--- config.mk ---
export PLATFORM = sky130hd
export DESIGN_NAME = macd_indicator_filter
export DESIGN_NICKNAME = d
export VERILOG_FILES = /design/src/sv/macd_pkg.sv /design/src/sv/macd_alu.sv /design/src/sv/macd_indicator_filter.sv
export SDC_FILE = /design/constraint.sdc
export NUM_CORES = 2
export LEC_CHECK = 0
export ABC_AREA = 1
export CORE_MARGIN = 2
export CORE_UTILIZATION = 25
export DETAILED_ROUTE_END_ITERATION = 10
export DONT_BUFFER_PORTS = 1
export HOLD_SLACK_MARGIN = 0.06
export PLACE_DENSITY_LB_ADDON = 0.25
export SLEW_MARGIN = 20
export SYNTH_ARGS = -nofsm -noshare
export SYNTH_HDL_FRONTEND = slang
export SYNTH_SLANG_ARGS = --single-unit
--- constraint.sdc ---
create_clock -name i_clk -period 16.15 [get_ports i_clk]
set_clock_uncertainty 0.2 [all_clocks]
set_input_delay 1.615 -clock i_clk [delete_from_list [all_inputs] [get_ports i_clk]]
set_output_delay 1.615 -clock i_clk [all_outputs]
set_load 0.05 [all_outputs]
--- src/sv/macd_pkg.sv ---
`default_nettype none

package macd_pkg;

    // field and datapath widths
    localparam int PRICE_W    = 32;
    localparam int WEIGHT_W   = 16;
    localparam int AVG_W      = 48;   // Q32.16 fast / slow averages
    localparam int SIG_W      = 50;   // signed Q.16 signal average
    localparam int DIFF_W     = 49;   // signed Q.16 fast - slow
    localparam int DP_W       = 51;   // shared subtractor result
    localparam int LO_W       = 26;   // low chunk of a multiplier operand
    localparam int HI_W       = DP_W - LO_W;
    localparam int MOP_W      = LO_W + 1;
    localparam int PROD_W     = WEIGHT_W + 1 + MOP_W;
    localparam int SUM_W      = 54;
    localparam int FRAC_SHIFT = 16;
    localparam int HI_SHIFT   = LO_W - FRAC_SHIFT;

    localparam int DIFF_OUT_W = 33;
    localparam int SIG_OUT_W  = 33;
    localparam int HIST_W     = 35;
    localparam int FIELDS_W   = DIFF_OUT_W + SIG_OUT_W + HIST_W;
    localparam int TDATA_W    = ((FIELDS_W + 7) / 8) * 8;
    localparam int PAD_W      = TDATA_W - FIELDS_W;

    localparam int CFG_IDX_W  = 2;

    // register indexes
    localparam logic [CFG_IDX_W-1:0] REG_FAST   = 2'd0;
    localparam logic [CFG_IDX_W-1:0] REG_SLOW   = 2'd1;
    localparam logic [CFG_IDX_W-1:0] REG_SIGNAL = 2'd2;

    // reset weights, Q0.16
    localparam logic [WEIGHT_W-1:0] FAST_W_RST   = 16'd10080;
    localparam logic [WEIGHT_W-1:0] SLOW_W_RST   = 16'd4856;
    localparam logic [WEIGHT_W-1:0] SIGNAL_W_RST = 16'd13107;

    typedef enum logic [1:0] {
        ALU_IDLE,
        ALU_SUB,
        ALU_MLO,
        ALU_MHI
    } t_alu_op;

    typedef struct packed {
        t_alu_op               op;
        logic [WEIGHT_W-1:0]   weight;
    } t_alu_ctl;

endpackage

`default_nettype wire

--- src/sv/macd_alu.sv ---
`default_nettype none

// Shared subtract / multiply / accumulate unit.
// blend = b + floor(w * (a - b) / 2^16), with the difference multiplied in
// two chunks through one 17x27 signed multiplier.
module macd_alu (
    input  wire logic                                  i_clk,
    input  wire macd_pkg::t_alu_ctl                    i_ctl,
    input  wire logic signed [macd_pkg::DP_W-1:0]      i_a,
    input  wire logic signed [macd_pkg::DP_W-1:0]      i_b,
    output logic signed [macd_pkg::DP_W-1:0]           o_d,
    output logic signed [macd_pkg::SUM_W-1:0]          o_sum
);

    logic signed [macd_pkg::DP_W-1:0]     r_d;
    logic signed [macd_pkg::PROD_W-1:0]   r_plo;
    logic signed [macd_pkg::PROD_W-1:0]   r_phi;

    logic signed [macd_pkg::MOP_W-1:0]    w_mop;
    logic signed [macd_pkg::WEIGHT_W:0]   w_wt;
    logic signed [macd_pkg::PROD_W-1:0]   w_prod;

    // high chunk signed, low chunk unsigned
    assign w_mop = (i_ctl.op == macd_pkg::ALU_MHI)
                 ? macd_pkg::MOP_W'(signed'(r_d[macd_pkg::DP_W-1:macd_pkg::LO_W]))
                 : signed'({1'b0, r_d[macd_pkg::LO_W-1:0]});
    assign w_wt   = signed'({1'b0, i_ctl.weight});
    assign w_prod = w_wt * w_mop;

    always_ff @(posedge i_clk) begin
        unique case (i_ctl.op)
            macd_pkg::ALU_SUB: r_d   <= i_a - i_b;
            macd_pkg::ALU_MLO: r_plo <= w_prod;
            macd_pkg::ALU_MHI: r_phi <= w_prod;
            macd_pkg::ALU_IDLE: ;
        endcase
    end

    // low product is never negative
    assign o_sum = macd_pkg::SUM_W'(i_b)
                 + (macd_pkg::SUM_W'(r_phi) <<< macd_pkg::HI_SHIFT)
                 + macd_pkg::SUM_W'(r_plo >>> macd_pkg::FRAC_SHIFT);
    assign o_d   = r_d;

endmodule

`default_nettype wire

--- src/sv/macd_indicator_filter.sv ---
`default_nettype none

// MACD filter: fast / slow EMAs of the price, signal EMA of their difference.
// One price at a time: input ready only in ST_IDLE; the shared multiplier and
//   adder run the three blends in turn, four steps each, plus difference and
//   histogram steps, before the result is loaded into the output register.
// Reset (i_rst_n low, synchronous): averages zero, weights to defaults,
//   output register empty, input ready.
module macd_indicator_filter (
    input  wire logic                                i_clk,
    input  wire logic                                i_rst_n,
    // configuration write port
    input  wire logic                                i_cfg_we,
    input  wire logic [macd_pkg::CFG_IDX_W-1:0]      i_cfg_index,
    input  wire logic [macd_pkg::WEIGHT_W-1:0]       i_cfg_data,
    // input stream
    input  wire logic                                s_axis_tvalid,
    output logic                                     s_axis_tready,
    input  wire logic [macd_pkg::PRICE_W-1:0]        s_axis_tdata,  // [31:0] price
    // result stream
    output logic                                     m_axis_tvalid,
    input  wire logic                                m_axis_tready,
    // [32:0] difference, [65:33] signal_line, [100:66] histogram, rest zero
    output logic [macd_pkg::TDATA_W-1:0]             m_axis_tdata
);

    typedef enum logic [3:0] {
        ST_IDLE,
        ST_F_SUB, ST_F_MLO, ST_F_MHI, ST_F_ADD,   // fast average
        ST_S_SUB, ST_S_MLO, ST_S_MHI, ST_S_ADD,   // slow average
        ST_D_SUB,                                 // fast - slow
        ST_G_SUB, ST_G_MLO, ST_G_MHI, ST_G_ADD,   // signal average
        ST_H_SUB,                                 // diff - signal for histogram
        ST_OUT
    } t_state;

    t_state                                   r_state;
    logic [macd_pkg::PRICE_W-1:0]             r_price;
    logic [macd_pkg::AVG_W-1:0]               r_fast;
    logic [macd_pkg::AVG_W-1:0]               r_slow;
    logic signed [macd_pkg::SIG_W-1:0]        r_sig;
    logic signed [macd_pkg::DIFF_W-1:0]       r_diff;
    logic [macd_pkg::WEIGHT_W-1:0]            r_w_fast;
    logic [macd_pkg::WEIGHT_W-1:0]            r_w_slow;
    logic [macd_pkg::WEIGHT_W-1:0]            r_w_sig;
    logic                                     r_m_valid;
    logic [macd_pkg::TDATA_W-1:0]             r_m_data;

    macd_pkg::t_alu_ctl                       w_ctl;
    logic signed [macd_pkg::DP_W-1:0]         w_a;
    logic signed [macd_pkg::DP_W-1:0]         w_b;
    logic signed [macd_pkg::DP_W-1:0]         w_d;
    logic signed [macd_pkg::SUM_W-1:0]        w_sum;

    logic signed [macd_pkg::DP_W-1:0]         w_price_ext;
    logic signed [macd_pkg::DP_W-1:0]         w_fast_ext;
    logic signed [macd_pkg::DP_W-1:0]         w_slow_ext;
    logic signed [macd_pkg::DP_W-1:0]         w_sig_ext;
    logic signed [macd_pkg::DP_W-1:0]         w_diff_ext;
    logic                                     w_out_free;

    // price moves to Q32.16; averages are unsigned, signal and diff signed
    assign w_price_ext = signed'(macd_pkg::DP_W'({r_price, {macd_pkg::FRAC_SHIFT{1'b0}}}));
    assign w_fast_ext  = signed'(macd_pkg::DP_W'(r_fast));
    assign w_slow_ext  = signed'(macd_pkg::DP_W'(r_slow));
    assign w_sig_ext   = macd_pkg::DP_W'(r_sig);
    assign w_diff_ext  = macd_pkg::DP_W'(r_diff);

    // operand and step selection for the shared unit
    always_comb begin
        w_ctl.op     = macd_pkg::ALU_IDLE;
        w_ctl.weight = r_w_fast;
        w_a          = w_price_ext;
        w_b          = w_fast_ext;
        unique case (r_state)
            ST_IDLE, ST_OUT: ;
            ST_F_SUB: w_ctl.op = macd_pkg::ALU_SUB;
            ST_F_MLO: w_ctl.op = macd_pkg::ALU_MLO;
            ST_F_MHI: w_ctl.op = macd_pkg::ALU_MHI;
            ST_F_ADD: ;
            ST_S_SUB: begin
                w_ctl.op = macd_pkg::ALU_SUB;
                w_b      = w_slow_ext;
            end
            ST_S_MLO: begin
                w_ctl.op     = macd_pkg::ALU_MLO;
                w_ctl.weight = r_w_slow;
            end
            ST_S_MHI: begin
                w_ctl.op     = macd_pkg::ALU_MHI;
                w_ctl.weight = r_w_slow;
            end
            ST_S_ADD: w_b = w_slow_ext;
            ST_D_SUB: begin
                w_ctl.op = macd_pkg::ALU_SUB;
                w_a      = w_fast_ext;
                w_b      = w_slow_ext;
            end
            ST_G_SUB: begin
                // unit still holds fast - slow from the previous step
                w_ctl.op = macd_pkg::ALU_SUB;
                w_a      = w_d;
                w_b      = w_sig_ext;
            end
            ST_G_MLO: begin
                w_ctl.op     = macd_pkg::ALU_MLO;
                w_ctl.weight = r_w_sig;
            end
            ST_G_MHI: begin
                w_ctl.op     = macd_pkg::ALU_MHI;
                w_ctl.weight = r_w_sig;
            end
            ST_G_ADD: w_b = w_sig_ext;
            ST_H_SUB: begin
                w_ctl.op = macd_pkg::ALU_SUB;
                w_a      = w_diff_ext;
                w_b      = w_sig_ext;
            end
        endcase
    end

    macd_alu u_alu (
        .i_clk (i_clk),
        .i_ctl (w_ctl),
        .i_a   (w_a),
        .i_b   (w_b),
        .o_d   (w_d),
        .o_sum (w_sum)
    );

    assign w_out_free = !r_m_valid || m_axis_tready;

    always_ff @(posedge i_clk) begin
        if (!i_rst_n) begin
            r_state   <= ST_IDLE;
            r_fast    <= '0;
            r_slow    <= '0;
            r_sig     <= '0;
            r_w_fast  <= macd_pkg::FAST_W_RST;
            r_w_slow  <= macd_pkg::SLOW_W_RST;
            r_w_sig   <= macd_pkg::SIGNAL_W_RST;
            r_m_valid <= 1'b0;
        end else begin
            if (i_cfg_we) begin
                unique case (i_cfg_index)
                    macd_pkg::REG_FAST:   r_w_fast <= i_cfg_data;
                    macd_pkg::REG_SLOW:   r_w_slow <= i_cfg_data;
                    macd_pkg::REG_SIGNAL: r_w_sig  <= i_cfg_data;
                    default: ;
                endcase
            end

            // in ST_OUT the output register is either reloaded or still stalled
            if (r_m_valid && m_axis_tready && (r_state != ST_OUT)) begin
                r_m_valid <= 1'b0;
            end

            unique case (r_state)
                ST_IDLE: begin
                    if (s_axis_tvalid) begin
                        r_price <= s_axis_tdata;
                        r_state <= ST_F_SUB;
                    end
                end
                ST_F_SUB: r_state <= ST_F_MLO;
                ST_F_MLO: r_state <= ST_F_MHI;
                ST_F_MHI: r_state <= ST_F_ADD;
                ST_F_ADD: begin
                    r_fast  <= w_sum[macd_pkg::AVG_W-1:0];
                    r_state <= ST_S_SUB;
                end
                ST_S_SUB: r_state <= ST_S_MLO;
                ST_S_MLO: r_state <= ST_S_MHI;
                ST_S_MHI: r_state <= ST_S_ADD;
                ST_S_ADD: begin
                    r_slow  <= w_sum[macd_pkg::AVG_W-1:0];
                    r_state <= ST_D_SUB;
                end
                ST_D_SUB: r_state <= ST_G_SUB;
                ST_G_SUB: begin
                    r_diff  <= w_d[macd_pkg::DIFF_W-1:0];
                    r_state <= ST_G_MLO;
                end
                ST_G_MLO: r_state <= ST_G_MHI;
                ST_G_MHI: r_state <= ST_G_ADD;
                ST_G_ADD: begin
                    r_sig   <= w_sum[macd_pkg::SIG_W-1:0];
                    r_state <= ST_H_SUB;
                end
                ST_H_SUB: r_state <= ST_OUT;
                ST_OUT: begin
                    // hold the result until the output register frees up
                    if (w_out_free) begin
                        r_m_data  <= {
                            {macd_pkg::PAD_W{1'b0}},
                            w_d[macd_pkg::HIST_W+macd_pkg::FRAC_SHIFT-2:
                                macd_pkg::FRAC_SHIFT-1],           // 2*(d-s) >> 16
                            r_sig[macd_pkg::SIG_OUT_W+macd_pkg::FRAC_SHIFT-1:
                                  macd_pkg::FRAC_SHIFT],
                            r_diff[macd_pkg::DIFF_OUT_W+macd_pkg::FRAC_SHIFT-1:
                                   macd_pkg::FRAC_SHIFT]
                        };
                        r_m_valid <= 1'b1;
                        r_state   <= ST_IDLE;
                    end
                end
            endcase
        end
    end

    assign s_axis_tready = (r_state == ST_IDLE);
    assign m_axis_tvalid = r_m_valid;
    assign m_axis_tdata  = r_m_data;

endmodule

`default_nettype wire

# Word-level counts from Yosys, hierarchy flattened
# Cells that the tools add are included.
# classes
n_addsub	3
multipliers	1
eq_ne	23
mux	11
n_reduce_logical	20
# op_table
op	n
one-hot mux 51 bit (3 select lines)	1
one-hot mux 51 bit (2 select lines)	1
one-hot mux 4 bit (16 select lines)	1
subtractor 51 bit	1
adder 50 x 28 -> 50 bit	1
adder 50 bit	1
multiplier 17 x 27 -> 44 bit	1
equality test 4 bit, second input constant	8
one-hot mux 16 bit (2 select lines)	1
two-way mux 27 bit	1
equality test 4 x 3 -> 1 bit, second input constant	4
OR reduction 3 bit	4
AND reduction 2 bit	5
equality test 4 x 2 -> 1 bit, second input constant	2
two-way mux 4 bit	2
equality test 2 bit, second input constant	3
one-hot mux 2 bit (3 select lines)	1
AND reduction 3 bit	2
OR reduction 5 bit	1
equality test 2 x 1 -> 1 bit, second input constant	2
equality test 4 x 1 -> 1 bit, second input constant	1
logical NOT 4 bit	1
!= test 2 bit, second input constant	2
!= test 4 bit, second input constant	1
other kinds (6)	10
# totals
ff_bits	516
in_bits	55
out_inout_bits	106
elab_cells	72

# Logic depth before layout (Yosys ltp)
# logic_depth
depth_word	6
depth_mapped	37

# Modules after synthesis
# From an unflattened synthesis, not the netlist that was laid out.
# hier_totals
cells_unflattened	6138
area_unflattened_um2	46204.3
# by_module_without_submodules
module	instances	cells_per_inst	area_each_um2	seq_area_each_um2
macd_alu	1	4404	30965.9	3693.5
macd_indicator_filter	1	1734	15238.4	9449.1

# Least setup slack after synthesis
# OpenSTA, ideal clock, no wires.
# synth_timing
kind	input port to flip-flop
from	in i_rst_n
to	reg r_m_data (netlist bit m_axis_tdata[0]), enable pin
setup_ns	0.808
arrival_time_ns	11.448
required_time_ns	15.142
setup_slack_ns	3.693
stages	3
path_buffers	1
cell_sequence	inv_1 clkbuf_1 nor4_1
# synth_between
elab_chain_cells	1
# synth_lines
item	line	text
from (decl)	macd_indicator_filter.sv:11	input wire logic i_rst_n,
AND reduction 3 bit (no line)	n/a	
to (signal assigned)	macd_indicator_filter.sv:194	r_m_data <= {
to (decl)	macd_indicator_filter.sv:47	logic [macd_pkg::TDATA_W-1:0] r_m_data;
# No other way between the ends.
# A chain may end at the register's enable or synchronous reset.

# Worst setup path in the final report
# layout_timing
from	reg r_state[3]
to	reg u_alu.r_plo[37] (netlist bit), data pin
# layout_between
elab_chain_cells	6
word_cells_on_any_way	21
classes_between	mul (1); eq/ne (12); mux (3); reduce/logical (5)
# layout_lines
item	line	text
from (decl)	macd_indicator_filter.sv:37	t_state r_state;
from (signal assigned)	macd_indicator_filter.sv:135	r_state <= ST_IDLE;
from (signal assigned)	macd_indicator_filter.sv:162	r_state <= ST_F_SUB;
from (signal assigned)	macd_indicator_filter.sv:165	ST_F_SUB: r_state <= ST_F_MLO;
equality test 4 bit (tied with other cells)	macd_indicator_filter.sv:75	unique case (r_state)
OR reduction 5 bit (no line) or OR reduction 3 bit (tied branches)	n/a	
one-hot mux 2 bit (3 select lines)	macd_indicator_filter.sv:75	
equality test 2 bit	macd_alu.sv:24	assign w_mop = (i_ctl.op == macd_pkg::ALU_MHI)
two-way mux 27 bit	macd_alu.sv:25	? macd_pkg::MOP_W'(signed'(r_d[macd_pkg::DP_W-1:macd_pkg::LO_W]))
multiplier 17 x 27 -> 44 bit (*)	macd_alu.sv:28	assign w_prod = w_wt * w_mop;
named net u_alu.w_prod, one bit	macd_alu.sv:21	logic signed [macd_pkg::PROD_W-1:0] w_prod;
to (signal assigned)	macd_alu.sv:33	macd_pkg::ALU_MLO: r_plo <= w_prod;
to (decl)	macd_alu.sv:16	logic signed [macd_pkg::PROD_W-1:0] r_plo;
# Mark *: on every way through the listed nets, which the timed path passes. The rest lies on a longest branch.

==> qor.yml <==
outcome:
  outcome: "finished clean"
worst_hold_path:
  hold_start: "r_sig[47]"
  hold_path_class: "reg2reg"
synth:
  synthTopCellsByArea: "fa_1 20%, edfxtp_1 20%, inv_1 12%"
  yosys.area_share.adder: 0.265
  async_flop_share: 0
  synth_most_common_cell: "inv_1"
  synthFlopType: "edfxtp_1"
  synthMuxAreaShare: 0
  synth_top_cell_by_area: "fa_1"
  synth_cells: 5854
  yosys.area_share.simple: 0.209
  synthXorXnorAreaFrac: 0.0154
  synth_seq_cells: 500
  syn_avg_cell_area_sq_um: 7.68
  synth.distinct_cells: 48
  ys_seq_area_frac: 0.290
  synth_top_area_share: 0.205
  synth_compound_area_frac: 0.0875
  netlist_area_sq_um: 45000
  synth_top_family_by_area: "adder cells"
  yosysWarningCount: 0
  synth_edf_count: 301
  synth_common_cells: "1399 x inv_1, 1318 x nand2_1, 651 x nor2_1, 460 x fa_1, 330 x a21oi_1"
critical_path:
  timing.reg2reg.setup_slack_ps: 5480
  max_stage_delay_ps: 710
  r2r_start: "r_state[3]"
  slowest_stage: "buf_4"
  cp.required_ps: 16310
  arrival_ps: 10830
  path_common_cell: "fa_1"
  crit_type: "reg2reg"
  endpoint_kind: "flip-flop"
  worst-path-max-fanout: 56
  crit_path_start_kind: "flip-flop"
  cp-startpoint: "r_state[3]"
global_route:
  grt_pass1_wl_mm: 264
  grt_max_degree: 72
  antenna_found_initial: 11
  grt_overflow: 0
  grt_pass1_vias: 37800
  grt_usage: 0.195
timing:
  relSlewSlack: 0.311
  fin_ws_ps: 5480
  clock.fmax_mhz: 93.7
  slew_viol_final: 0
  worst_hold_slack_ps: 227
  hold_viol: 0
  fin_crit_sh: 0.661
  period_needed_ps: 10670
  setup_violations: 0
  tns_ps: 0
  rsz0062_at_grt: "no"
  tightestPinTransition_ps: 1030
detailed_routing:
  ant_nets: 0
  drc: 0
  wl_per_cell_um: 22.0
  drt_iter0_markers: 3123
  first_pass_iters: 6
  vias: 37500
  vias_per_cell: 4.56
  routed_wl_mm: 181
place:
  pre_cts_ws_ps: 5600
  placed_area_sq_um: 47800
  hpwl_mm: 149
  portBuffers: 0
  gp_congestion: 0.991
die:
  die_h_um: 428
  start_util: 0.252
  num_rows: 155
  dieArea_sq_um: 183000
  num_io_pins: 161
  core-area_sq_um: 179000
  chipWidth_um: 428
clock_network:
  clk_pin_slew_ps: 60
  cts_buffer_depth: 3
  worstSkewPairLatency_ps: 700
  post_cts_resized: 0
  cts_tree: "done"
  cts.sinks: 500
  post-cts-setup-buffer-count: 0
  cts_buffers: 55
  root_buffer: "clkbuf_16"
  h-tree-depth: 2
  holdBufCountCts: 0
cells_and_area:
  area_growth_pct: 10.7
  drive_above_1_share: 0.0366
  stdcell_area_sq_um: 49800
  nets: 6555
  fillerInstances: 19400
run:
  maxCapViolCount: 0
layout make-up:
class | count | area [sq um] | share of cell area
diodes | 3 | 7.51 | 0.000151
clock buffers | 71 | 1520 | 0.0306
clock inverters | 33 | 422 | 0.00848
inverters | 1425 | 5350 | 0.108
multi-input cells | 3781 | 26000 | 0.523
flip-flops and latches | 500 | 13000 | 0.262
well taps | 2355 | 2950 | 0.0592
repair buffers | 62 | 465 | 0.00936
flip-flops by register name, indices dropped and copies added (netlist names):
| register | cells |
|---|---|
| r_slow | 48 |
| m_axis_tdata | 101 |
| r_fast | 48 |
| r_sig | 50 |
| r_price | 32 |
| u_alu.o_d | 51 |
| r_w_fast | 16 |
| m_axis_tvalid | 1 |
| r_state | 4 |
| r_w_slow | 16 |
| r_diff | 49 |
| u_alu.r_phi | 40 |
| u_alu.r_plo | 28 |
| r_w_sig | 16 |
logic make-up (layout without fill, tap and decap cells):
logic type | count (synthesis) | in the layout
simple gates | 2344 | 2344
buf+inv | 1575 | 1591
compound gates | 680 | 680
fa+ha+maj | 675 | 675
flops | 500 | 500
xor+xnor | 79 | 79
other cells | 1 | 6
layout by cell type (no fill, tap or decap), drive strengths merged, types with 23 or more instances in the layout:
cell type,Yosys,routed
edfxtp,301,301
o22ai,46,46
nand4,49,49
clkinv,9,23
o21ai,177,177
nor3,38,38
fa,460,460
buf,46,62
dfxtp,199,199
a21oi,331,331
xor2,57,57
ha,215,215
clkbuf,104,71
nor2,655,655
nand3,258,258
nand2,1324,1324
inv,1416,1424
through the flow:
step | cells | utilization
after CTS | 8227 | 0.278
after global placement | 8123 | 0.268
after global routing | 8227 | 0.278
final | 8230 | 0.279
after floorplan | 5856 | -
after detailed placement | 8123 | 0.268
routing by layer:
metal / global-route usage / up-vias / wire [um]
li1: - / 17900 / -
met1: 0.260 / 18300 / 80100
met2: 0.331 / 1149 / 85400
met3: 0.0181 / 212 / 8400
met4: 0.0677 / 2 / 7000
met5: 0 / - / 7
path summary, 6_finish.rpt:
check / end / cells after the start
max: u_alu.r_plo[37] / 33
min: m_axis_tdata[64] / 0
max reg2reg: u_alu.r_plo[37] / 33
min reg2reg: m_axis_tdata[64] / 0
worst max-delay path: cells and delay by family (launching register included):
family	cells	cell delay, ps
fa+ha+maj	7	3390
simple gates	14	3510
compound gates	1	290
flops	1	440
buf+inv	11	2470
Power is not shown: default switching activity piles up to over one toggle a cycle in this logic, so the estimate is an artifact.
